File: src/rtl/utf16_complex_script_detector_macros.svh
// Assertion macros for the UTF-16 complex-script detector.
`ifndef UTF16_COMPLEX_SCRIPT_DETECTOR_MACROS_SVH
`define UTF16_COMPLEX_SCRIPT_DETECTOR_MACROS_SVH

// Implication checked at every rising edge outside reset.
`define CSD_ASSERT_IMPL(lbl, clk, rst_n, ante, cons, msg) \
    lbl: assert property (@(posedge clk) disable iff (!rst_n) (ante) |-> (cons)) \
        else $error(msg);

// Implication whose consequent is checked in the following cycle.
`define CSD_ASSERT_NEXT(lbl, clk, rst_n, ante, cons, msg) \
    lbl: assert property (@(posedge clk) disable iff (!rst_n) (ante) |=> (cons)) \
        else $error(msg);

`endif

File: src/rtl/utf16csd_pkg.sv
// Shared types, range tables and classification functions of the detector.
package utf16csd_pkg;

    localparam int UNIT_W      = 16;
    localparam int HIGH_BITS_W = 10;
    localparam int CP_W        = 21;
    localparam int RANGE_COUNT = 22;

    localparam logic [UNIT_W-1:0] HIGH_SURR_LO  = 16'hD800;
    localparam logic [UNIT_W-1:0] HIGH_SURR_HI  = 16'hDBFF;
    localparam logic [UNIT_W-1:0] TRAIL_SURR_LO = 16'hDC00;
    localparam logic [UNIT_W-1:0] TRAIL_SURR_HI = 16'hDFFF;
    localparam logic [UNIT_W-1:0] COMPLEX_MIN   = 16'h02E5;

    localparam logic [CP_W-1:0] PLANE_BASE  = 21'h10000;
    localparam logic [CP_W-1:0] RI_LO       = 21'h1F1E6;
    localparam logic [CP_W-1:0] RI_HI       = 21'h1F1FF;
    localparam logic [CP_W-1:0] MAN_WOMAN_LO = 21'h1F468;
    localparam logic [CP_W-1:0] MAN_WOMAN_HI = 21'h1F469;
    localparam logic [CP_W-1:0] VS_SUPP_LO  = 21'hE0100;
    localparam logic [CP_W-1:0] VS_SUPP_HI  = 21'hE01EF;

    localparam logic [UNIT_W-1:0] COMPLEX_LO [RANGE_COUNT] = '{
        16'h02E5, 16'h0300, 16'h0591, 16'h05BF, 16'h0600, 16'h1100, 16'h135D, 16'h1700,
        16'h1900, 16'h1980, 16'h1A00, 16'h1DC0, 16'h20D0, 16'h2CEF, 16'h302A, 16'h3099,
        16'hA67C, 16'hA6F0, 16'hA800, 16'hD7B0, 16'hFE00, 16'hFE20};
    localparam logic [UNIT_W-1:0] COMPLEX_HI [RANGE_COUNT] = '{
        16'h02E9, 16'h036F, 16'h05BD, 16'h05CF, 16'h109F, 16'h11FF, 16'h135F, 16'h18AF,
        16'h194F, 16'h19DF, 16'h1CFF, 16'h1DFF, 16'h20FF, 16'h2CF1, 16'h302F, 16'h309A,
        16'hA67D, 16'hA6F1, 16'hABFF, 16'hD7FF, 16'hFE0F, 16'hFE2F};

    typedef struct packed {
        logic is_high;
        logic is_trail;
        logic unit_cx;
        logic pair_cx;
    } unit_class_t;

    typedef struct packed {
        logic pending;
        logic found;
    } track_status_t;

    function automatic logic unit_in_ranges(input logic [UNIT_W-1:0] c);
        logic hit;
        hit = 1'b0;
        for (int k = 0; k < RANGE_COUNT; k++) begin
            if (c >= COMPLEX_LO[k] && c <= COMPLEX_HI[k]) begin
                hit = 1'b1;
            end
        end
        return hit && (c >= COMPLEX_MIN);
    endfunction

    function automatic logic pair_in_ranges(input logic [HIGH_BITS_W-1:0] hi_bits,
                                            input logic [HIGH_BITS_W-1:0] lo_bits);
        logic [CP_W-1:0] cp;
        cp = PLANE_BASE + {1'b0, hi_bits, lo_bits};
        return (cp >= RI_LO && cp <= RI_HI) ||
               (cp >= MAN_WOMAN_LO && cp <= MAN_WOMAN_HI) ||
               (cp >= VS_SUPP_LO && cp <= VS_SUPP_HI);
    endfunction

endpackage

File: src/rtl/utf16csd_classify.sv
// Range classification of one code unit and of a surrogate pair.
module utf16csd_classify (
    input  logic [utf16csd_pkg::UNIT_W-1:0]      code_unit,
    input  logic [utf16csd_pkg::HIGH_BITS_W-1:0] held_high_bits,
    output utf16csd_pkg::unit_class_t            unit_class
);
    import utf16csd_pkg::*;

    always_comb begin
        unit_class.is_high  = (code_unit >= HIGH_SURR_LO) && (code_unit <= HIGH_SURR_HI);
        unit_class.is_trail = (code_unit >= TRAIL_SURR_LO) && (code_unit <= TRAIL_SURR_HI);
        unit_class.unit_cx  = unit_in_ranges(code_unit);
        unit_class.pair_cx  = pair_in_ranges(held_high_bits, code_unit[HIGH_BITS_W-1:0]);
    end

endmodule

File: src/rtl/utf16csd_track.sv
// Per-string state: waiting high surrogate and sticky found flag.
module utf16csd_track (
    input  logic                                  aclk,
    input  logic                                  aresetn,
    input  logic                                  advance,
    input  logic                                  last_unit,
    input  logic [utf16csd_pkg::UNIT_W-1:0]       code_unit,
    input  utf16csd_pkg::unit_class_t             unit_class,
    output logic [utf16csd_pkg::HIGH_BITS_W-1:0]  held_high_bits,
    output logic                                  result_next,
    output utf16csd_pkg::track_status_t           status
);
    import utf16csd_pkg::*;

    logic                   pending_reg, pending_next;
    logic [HIGH_BITS_W-1:0] held_reg, held_next;
    logic                   found_reg, found_next;
    logic                   found_upd;

    always_comb begin
        found_upd    = found_reg;
        pending_next = pending_reg;
        held_next    = held_reg;
        if (pending_reg) begin
            if (unit_class.is_trail && unit_class.pair_cx) begin
                found_upd = 1'b1;
            end
            pending_next = 1'b0;
            held_next    = '0;
        end else if (unit_class.is_high) begin
            if (!last_unit) begin
                pending_next = 1'b1;
                held_next    = code_unit[HIGH_BITS_W-1:0];
            end
        end else if (unit_class.unit_cx) begin
            found_upd = 1'b1;
        end
        found_next = found_upd;
        if (last_unit) begin
            pending_next = 1'b0;
            held_next    = '0;
            found_next   = 1'b0;
        end
    end

    always_ff @(posedge aclk) begin
        if (!aresetn) begin
            pending_reg <= 1'b0;
            held_reg    <= '0;
            found_reg   <= 1'b0;
        end else if (advance) begin
            pending_reg <= pending_next;
            held_reg    <= held_next;
            found_reg   <= found_next;
        end
    end

    assign held_high_bits = held_reg;
    assign result_next    = found_upd;
    assign status.pending = pending_reg;
    assign status.found   = found_reg;

endmodule

File: src/rtl/utf16_complex_script_detector.sv
// Top level of the UTF-16 complex-script detector.
//
// Input channel s_*: one UTF-16 code unit per item, s_last_unit marks the
// final unit of a string. Result channel m_*: one item per string, given
// for the unit flagged last, m_contains_complex = 1 when the string holds a
// character that needs complex shaping.
// Datapath: input register, range compares and state update, result
// register. An item may be accepted every cycle; a string's result appears
// on m_valid from the result register once its last unit leaves the input register.
// Units that are not last flow through even while a result waits; a last
// unit waits in the input register until the result register is free, and
// s_ready drops behind it while m_ready is low.
// Reset (aresetn low, synchronous) empties both registers and clears the
// surrogate and found state, so the next unit starts a new string.
module utf16_complex_script_detector (
    input  logic                              aclk,
    input  logic                              aresetn,
    input  logic                              s_valid,
    output logic                              s_ready,
    input  logic [utf16csd_pkg::UNIT_W-1:0]   s_code_unit,
    input  logic                              s_last_unit,
    output logic                              m_valid,
    input  logic                              m_ready,
    output logic                              m_contains_complex
);
    import utf16csd_pkg::*;

    `include "utf16_complex_script_detector_macros.svh"

    logic              in_valid_reg, in_valid_next;
    logic [UNIT_W-1:0] in_code_reg;
    logic              in_last_reg;
    logic              out_valid_reg, out_valid_next;
    logic              out_cx_reg;
    logic              out_free;
    logic              advance;
    logic              result_next;
    logic [HIGH_BITS_W-1:0] held_high_bits;
    unit_class_t       unit_class;
    track_status_t     status;

    assign out_free = !out_valid_reg || m_ready;
    assign advance  = in_valid_reg && (!in_last_reg || out_free);
    assign s_ready  = !in_valid_reg || advance;

    always_comb begin
        in_valid_next = in_valid_reg;
        if (s_valid && s_ready) begin
            in_valid_next = 1'b1;
        end else if (advance) begin
            in_valid_next = 1'b0;
        end
        out_valid_next = out_valid_reg;
        if (advance && in_last_reg) begin
            out_valid_next = 1'b1;
        end else if (m_ready) begin
            out_valid_next = 1'b0;
        end
    end

    always_ff @(posedge aclk) begin
        if (!aresetn) begin
            in_valid_reg  <= 1'b0;
            out_valid_reg <= 1'b0;
        end else begin
            in_valid_reg  <= in_valid_next;
            out_valid_reg <= out_valid_next;
        end
    end

    always_ff @(posedge aclk) begin
        if (s_valid && s_ready) begin
            in_code_reg <= s_code_unit;
            in_last_reg <= s_last_unit;
        end
        if (advance && in_last_reg) begin
            out_cx_reg <= result_next;
        end
    end

    utf16csd_classify u_classify (
        .code_unit      (in_code_reg),
        .held_high_bits (held_high_bits),
        .unit_class     (unit_class)
    );

    utf16csd_track u_track (
        .aclk           (aclk),
        .aresetn        (aresetn),
        .advance        (advance),
        .last_unit      (in_last_reg),
        .code_unit      (in_code_reg),
        .unit_class     (unit_class),
        .held_high_bits (held_high_bits),
        .result_next    (result_next),
        .status         (status)
    );

    assign m_valid            = out_valid_reg;
    assign m_contains_complex = out_cx_reg;

    `CSD_ASSERT_NEXT(a_end_clears_state, aclk, aresetn, advance && in_last_reg, !status.pending && !status.found, "state not cleared after last unit")
    `CSD_ASSERT_IMPL(a_last_waits_for_slot, aclk, aresetn, in_valid_reg && in_last_reg && out_valid_reg && !m_ready, !advance, "last unit overwrote a pending result")
    `CSD_ASSERT_IMPL(a_stall_has_item, aclk, aresetn, !s_ready, in_valid_reg && in_last_reg, "input stalled without a waiting last unit")
    `CSD_ASSERT_NEXT(a_found_sticky, aclk, aresetn, status.found && !(advance && in_last_reg), status.found, "found flag dropped inside a string")

endmodule
File: config.mk
export PLATFORM = sky130hd
export DESIGN_NAME = utf16_complex_script_detector
export DESIGN_NICKNAME = d
export VERILOG_FILES = /design/src/rtl/utf16csd_pkg.sv /design/src/rtl/utf16csd_classify.sv /design/src/rtl/utf16csd_track.sv /design/src/rtl/utf16_complex_script_detector.sv
export VERILOG_INCLUDE_DIRS = /design/src /design/src/rtl
export SDC_FILE = /design/constraint.sdc
export NUM_CORES = 1
export LEC_CHECK = 0
export BUFFER_PORTS_ARGS = -buffer_cell sky130_fd_sc_hd__buf_2
export CAP_MARGIN = 5
export CORE_UTILIZATION = 30
export CTS_BUF_LIST = sky130_fd_sc_hd__clkbuf_4 sky130_fd_sc_hd__clkbuf_8 sky130_fd_sc_hd__clkbuf_16
export DETAILED_ROUTE_END_ITERATION = 16
export GPL_TIMING_DRIVEN = 0
export PLACE_DENSITY_LB_ADDON = 0.12
export SYNTH_ARGS = -nofsm -noshare
export SYNTH_HDL_FRONTEND = slang
export SYNTH_HIERARCHICAL = 1
export SYNTH_SLANG_ARGS = --single-unit
File: constraint.sdc
create_clock -name aclk -period 3.4 [get_ports aclk]
set_clock_uncertainty 0.05 [all_clocks]
set_input_delay 0.34 -clock aclk [delete_from_list [all_inputs] [get_ports aclk]]
set_output_delay 0.34 -clock aclk [all_outputs]
set_load 0.02 [all_outputs]
==> flow_metrics.py, run 1 <==
metrics = {
    "status": {
        "run_status": "finished clean",
    },
    "grt": {
        "grt_pass1_wl_um": 10200,
        "antenna_found_initial": 0,
        "grt_max_degree": 18,
        "overflow": 0,
        "grt_pass1_vias": 1974,
        "grtUsageTotal": 0.171,
    },
    "place": {
        "io_buffers": 23,
        "hpwl_um": 4910,
        "place.gp.congestion": 0.937,
    },
    "die": {
        "dieArea_mm2": 0.00800,
        "die_w_um": 89.5,
        "initial_core_util": 0.313,
        "fp-row-count": 31,
        "die_y_um": 89.5,
        "io_pins": 24,
        "design.core.area_mm2": 0.00733,
    },
    "sta": {
        "tightest_slew_ns": 0.857,
        "rsz0062_at_grt": "no",
        "min_period_over_period": 0.883,
        "period_needed_ns": 3.00,
        "slew_viol_final": 0,
        "fmax_mhz": 333,
        "final.setup.tns_ns": 0,
        "hold_viol_final": 0,
        "whs_ns": 0.176,
        "setup_viol": 0,
        "slew_headroom": 0.423,
    },
    "clock_network": {
        "cts_tree": "yes",
        "clk_latency_ns": 0.28,
        "cts-buffers-inserted": 5,
        "cts_setup_buffers": 0,
        "cts.sinks": 32,
        "clk_pin_slew_ns": 0.07,
        "post_cts_resized": 0,
        "cts_root_buf": "clkbuf_8",
        "cts_max_path_buffers": 2,
        "htreeDepth": 2,
        "postCtsHoldBufs": 0,
    },
    "detailed_routing": {
        "drt-initial-drc-count": 263,
        "post_drt_wl_per_cell_um": 16.3,
        "drc": 0,
        "drtAntennaViolNets": 0,
        "wl_um": 6350,
        "vias": 2183,
        "firstDrtPassIters": 4,
        "viasPerCell": 5.60,
    },
    "yosys": {
        "yosys_warnings": 6,
        "synth_area_mm2": 0.00229,
        "syn-mean-instance-area_um2": 8.83,
        "syn_inst": 260,
        "synth_fp_nets": 284,
    },
    "worst_setup_path": {
        "critPathRequiredTime_ns": 3.53,
        "worst_path_largest_cell_delay_ns": 0.44,
        "slowest_stage": "edfxtp_1",
        "start_kind": "flop",
        "endpoint_kind": "flop",
        "path_max_fanout": 10,
        "critPathTopFamily": "compound AO/OA/AOI/OAI gates",
        "critical_path_class": "reg -> reg",
        "worstPathArrival_ns": 3.14,
        "crit_buf_inv": 2,
        "path_cells": "clkbuf_1 > buf_2 > nor3b_1 > o2111ai_1 > o2111ai_1 > nor4_1 > a31oi_1 > nor3b_1 > a311o_1 > and3_1",
    },
    "layout": {
        "drive_gt1_frac": 0.186,
        "register_area_um2": 821,
        "num_antenna_cells": 0,
        "syn_to_final_growth_pct": 14.2,
        "largest_reg_flops": 16,
        "fill_cells": 773,
        "multi_input_area_mm2": 0.00133,
        "finalNetCount": 314,
    },
    "pwr": {
        "power_density_mw_per_mm2": 326,
        "leakage_nw": 0.951,
        "irDropWorstVdd_v": 0.000277,
    },
    "flow_run": {
        "cap_violations": 0,
    },
    "min_path": {
        "hold_path.class": "in -> reg",
    },
}
metrics by stage:
step,cell area [um2],std cells,setup slack [ns],power (mW),util
2_1_floorplan,2290,260,0.863,0.530,-
3_3_place_gp,2530,382,0.434,0.577,0.346
3_5_place_dp,2530,382,0.478,0.575,0.346
4_1_cts,2620,390,0.476,0.864,0.358
5_1_grt,2620,390,0.166,0.896,0.358
6_report,2620,390,0.397,0.855,0.358
final timing paths:
| check | start | endpoint | slack, ns | depth (start not counted) |
|---|---|---|---|---|
| setup / recovery | in_code_reg[7] | u_track/found_reg | 0.40 | 10 |
| hold / removal | s_code_unit[6] | in_code_reg[6] | 0.18 | 1 |
| setup reg to reg | in_code_reg[7] | u_track/found_reg | 0.40 | 10 |
| hold reg to reg | in_code_reg[6] | u_track/held_high_bits[6] | 0.44 | 1 |
power breakdown:
part           leakage [nW]  switching [mW]  internal [mW]  total, mW
Sequential            0.289          0.0162          0.424      0.440
Clock                0.0479           0.144          0.142      0.286
Combinational         0.614          0.0809         0.0474      0.128
routing by layer:
metal  share of wire  track usage  vias up
met3           0.055       0.0332        6
met5               0            0        -
met2            0.47        0.279       77
li1                -            -     1070
met4           0.011       0.0592        0
met1            0.47        0.225     1030
worst register-to-register path, cell delays in order, from the launching register on:
cell,delay (ns)
edfxtp_1,0.44
clkbuf_1,0.42
buf_2,0.32
nor3b_1,0.08
o2111ai_1,0.25
o2111ai_1,0.18
nor4_1,0.22
a31oi_1,0.20
nor3b_1,0.19
a311o_1,0.37
and3_1,0.16
cells in the final DEF, fill, tap and decap left out, types with 4 or more instances in the layout:
cell type and n:
a21oi_1 12, a22o_1 10, a31oi_1 7, and3_1 6, buf_2 33, clkbuf_1 4, clkbuf_8 5, dfxtp_1 14
edfxtp_1 18, inv_1 7, nand2_1 17, nand2b_1 7, nand3_1 12, nand4_1 6, nor2_1 22, nor3_1 9
nor3b_1 4, nor4_1 8, o21ai_0 14
final cells by class:
type | count | area share
buffer | 20 | 0.0434
clock buffer | 5 | 0.0263
clock inverter | 3 | 0.00716
inverter | 7 | 0.0100
multi-input combinational | 201 | 0.509
sequential | 32 | 0.313
tap | 99 | 0.0473
timing repair buffer | 23 | 0.0439
Power figures use the tool's default switching activity.
==> run 2, diff against run 1 <==
- clock period: 3.4 -> 2.9 ns (I/O delays scaled with it)
==> flow_metrics.py, run 2 (synthesis gave the netlist of run 1 again) <==
metrics = {
    "layout": {
        "multi_input_area_mm2": 0.00134,
        "final_cells": 398,
        "layout_common_cells": "33 x buf_2, 22 x nor2_1, 18 x edfxtp_1",
        "final_common_cell": "buf_2",
        "fin_util": 0.367,
        "register_area_um2": 821,
        "num_antenna_cells": 0,
        "fill_cells": 765,
        "syn_to_final_growth_pct": 17.4,
        "largest_reg_flops": 16,
        "finalNetCount": 322,
        "drive_gt1_frac": 0.224,
    },
    "detailed_routing": {
        "vias": 2229,
        "drt-initial-drc-count": 310,
        "wl_um": 6370,
        "post_drt_wl_per_cell_um": 16.0,
        "viasPerCell": 5.60,
        "drc": 0,
        "drtAntennaViolNets": 0,
        "firstDrtPassIters": 5,
    },
    "place": {
        "hpwl_um": 4910,
        "place.gp.congestion": 0.937,
        "io_buffers": 23,
        "dpl_worst_slack_ns": -0.0217,
        "dp.cells": 382,
    },
    "die": {
        "dieArea_mm2": 0.00800,
        "initial_core_util": 0.313,
        "die_w_um": 89.5,
        "die_y_um": 89.5,
        "design.core.area_mm2": 0.00733,
        "io_pins": 24,
        "fp-row-count": 31,
    },
    "pwr": {
        "switching_share": 0.279,
        "pwr-share-comb": 0.163,
        "fin_total_pwr_mw": 1.01,
        "leakage_nw": 1.01,
        "p_int_mw": 0.728,
        "power_frac_clock": 0.330,
        "power_switching_mw": 0.281,
        "pwr-share-seq": 0.507,
        "irDropWorstVdd_v": 0.000324,
        "power_density_mw_per_mm2": 375,
    },
    "sta": {
        "setup_ws_ns": 0.115,
        "hold_viol_final": 0,
        "slew_headroom": 0.430,
        "rsz0062_at_grt": "no",
        "fmax_mhz": 359,
        "setup_viol": 0,
        "period_needed_ns": 2.78,
        "slew_viol_final": 0,
        "min_period_over_period": 0.960,
        "tightest_slew_ns": 0.847,
    },
    "clock_network": {
        "cts_tree": "yes",
        "htreeDepth": 2,
        "cts.sinks": 32,
        "clk_pin_slew_ns": 0.07,
        "clk_latency_ns": 0.28,
        "postCtsHoldBufs": 0,
        "cts_root_buf": "clkbuf_8",
        "cts_max_path_buffers": 2,
        "cts-buffers-inserted": 5,
    },
    "worst_setup_path": {
        "critPathRequiredTime_ns": 3.03,
        "start_kind": "flop",
        "worstPathArrival_ns": 2.92,
        "endpoint_kind": "flop",
        "critical_path_class": "reg -> reg",
        "path_max_fanout": 10,
    },
    "grt": {
        "grt_pass1_vias": 1974,
        "grt_pass1_wl_um": 10200,
        "gr-usage-met2": 0.279,
        "grt_max_degree": 18,
        "top_usage_layer": "met2",
        "use_met3": 0.0332,
        "use_met1": 0.225,
        "grtUsageTotal": 0.171,
        "overflow": 0,
        "antenna_found_initial": 0,
    },
    "min_path": {
        "hold_path.class": "in -> reg",
    },
    "flow_run": {
        "cap_violations": 0,
    },
    "status": {
        "run_status": "finished clean",
    },
}
-- run 2: stage by stage --
| stage | TNS, ns | area [um2] | hold slack (ns) |
|---|---|---|---|
| 2_1_floorplan | 0 | 2290 | 0.339 |
| 3_3_place_gp | -0.125 | 2530 | 0.416 |
| 3_5_place_dp | -0.0315 | 2530 | 0.418 |
| 4_1_cts | 0 | 2620 | 0.119 |
| 5_1_grt | 0 | 2690 | 0.114 |
| 6_report | 0 | 2690 | 0.129 |
-- run 2: area by class of cell --
class / instances / area share
plain buffers: 20 / 0.0451
clock buffers: 5 / 0.0255
clock inverters: 3 / 0.00697
inverters: 7 / 0.00975
multi-input cells: 201 / 0.497
flip-flops and latches: 32 / 0.305
well taps: 99 / 0.0460
repair buffers: 31 / 0.0650
-- run 2: path summary, 6_finish.rpt --
kind                  start                         to  slack, ns  cells past startpoint
max          in_code_reg[0]          u_track/found_reg       0.12                     10
min          s_code_unit[6]             in_code_reg[6]       0.13                      1
max reg2reg  in_code_reg[0]          u_track/found_reg       0.12                     10
min reg2reg  in_code_reg[6]  u_track/held_high_bits[6]       0.44                      1
-- run 2: critical path, stage by stage (launching register included) --
cell and delay (ns):
edfxtp_1 0.40, buf_6 0.16, or4_4 0.55, a211o_1 0.31, a21oi_1 0.15, a2111oi_1 0.06, a31oi_1 0.18, a31oi_1 0.16
nor3b_2 0.19, a311o_1 0.31, and3_1 0.16
-- run 2: power groups by stage --
stage	Clock (mW)	Sequential, mW	Combinational [mW]
floorplan	0	0.521	0.101
global placement	0	0.527	0.150
detailed placement	0	0.527	0.147
CTS	0.349	0.516	0.148
global route	0.368	0.514	0.178
finish	0.333	0.512	0.164
-- run 2: routing by layer --
| metal | share of wire | wire, um | vias to the layer above |
|---|---|---|---|
| met3 | 0.060 | 382 | 8 |
| met1 | 0.46 | 2910 | 1052 |
| met4 | 0.015 | 93 | 0 |
| li1 | - | - | 1083 |
| met2 | 0.47 | 2980 | 86 |
| met5 | 0 | 0 | - |
-- run 2: repair_timing --
item	CTS	global route
pin swaps	0	2
gates resized for setup	1	8
setup endpoints to repair	2	2
buffers inserted	0	8
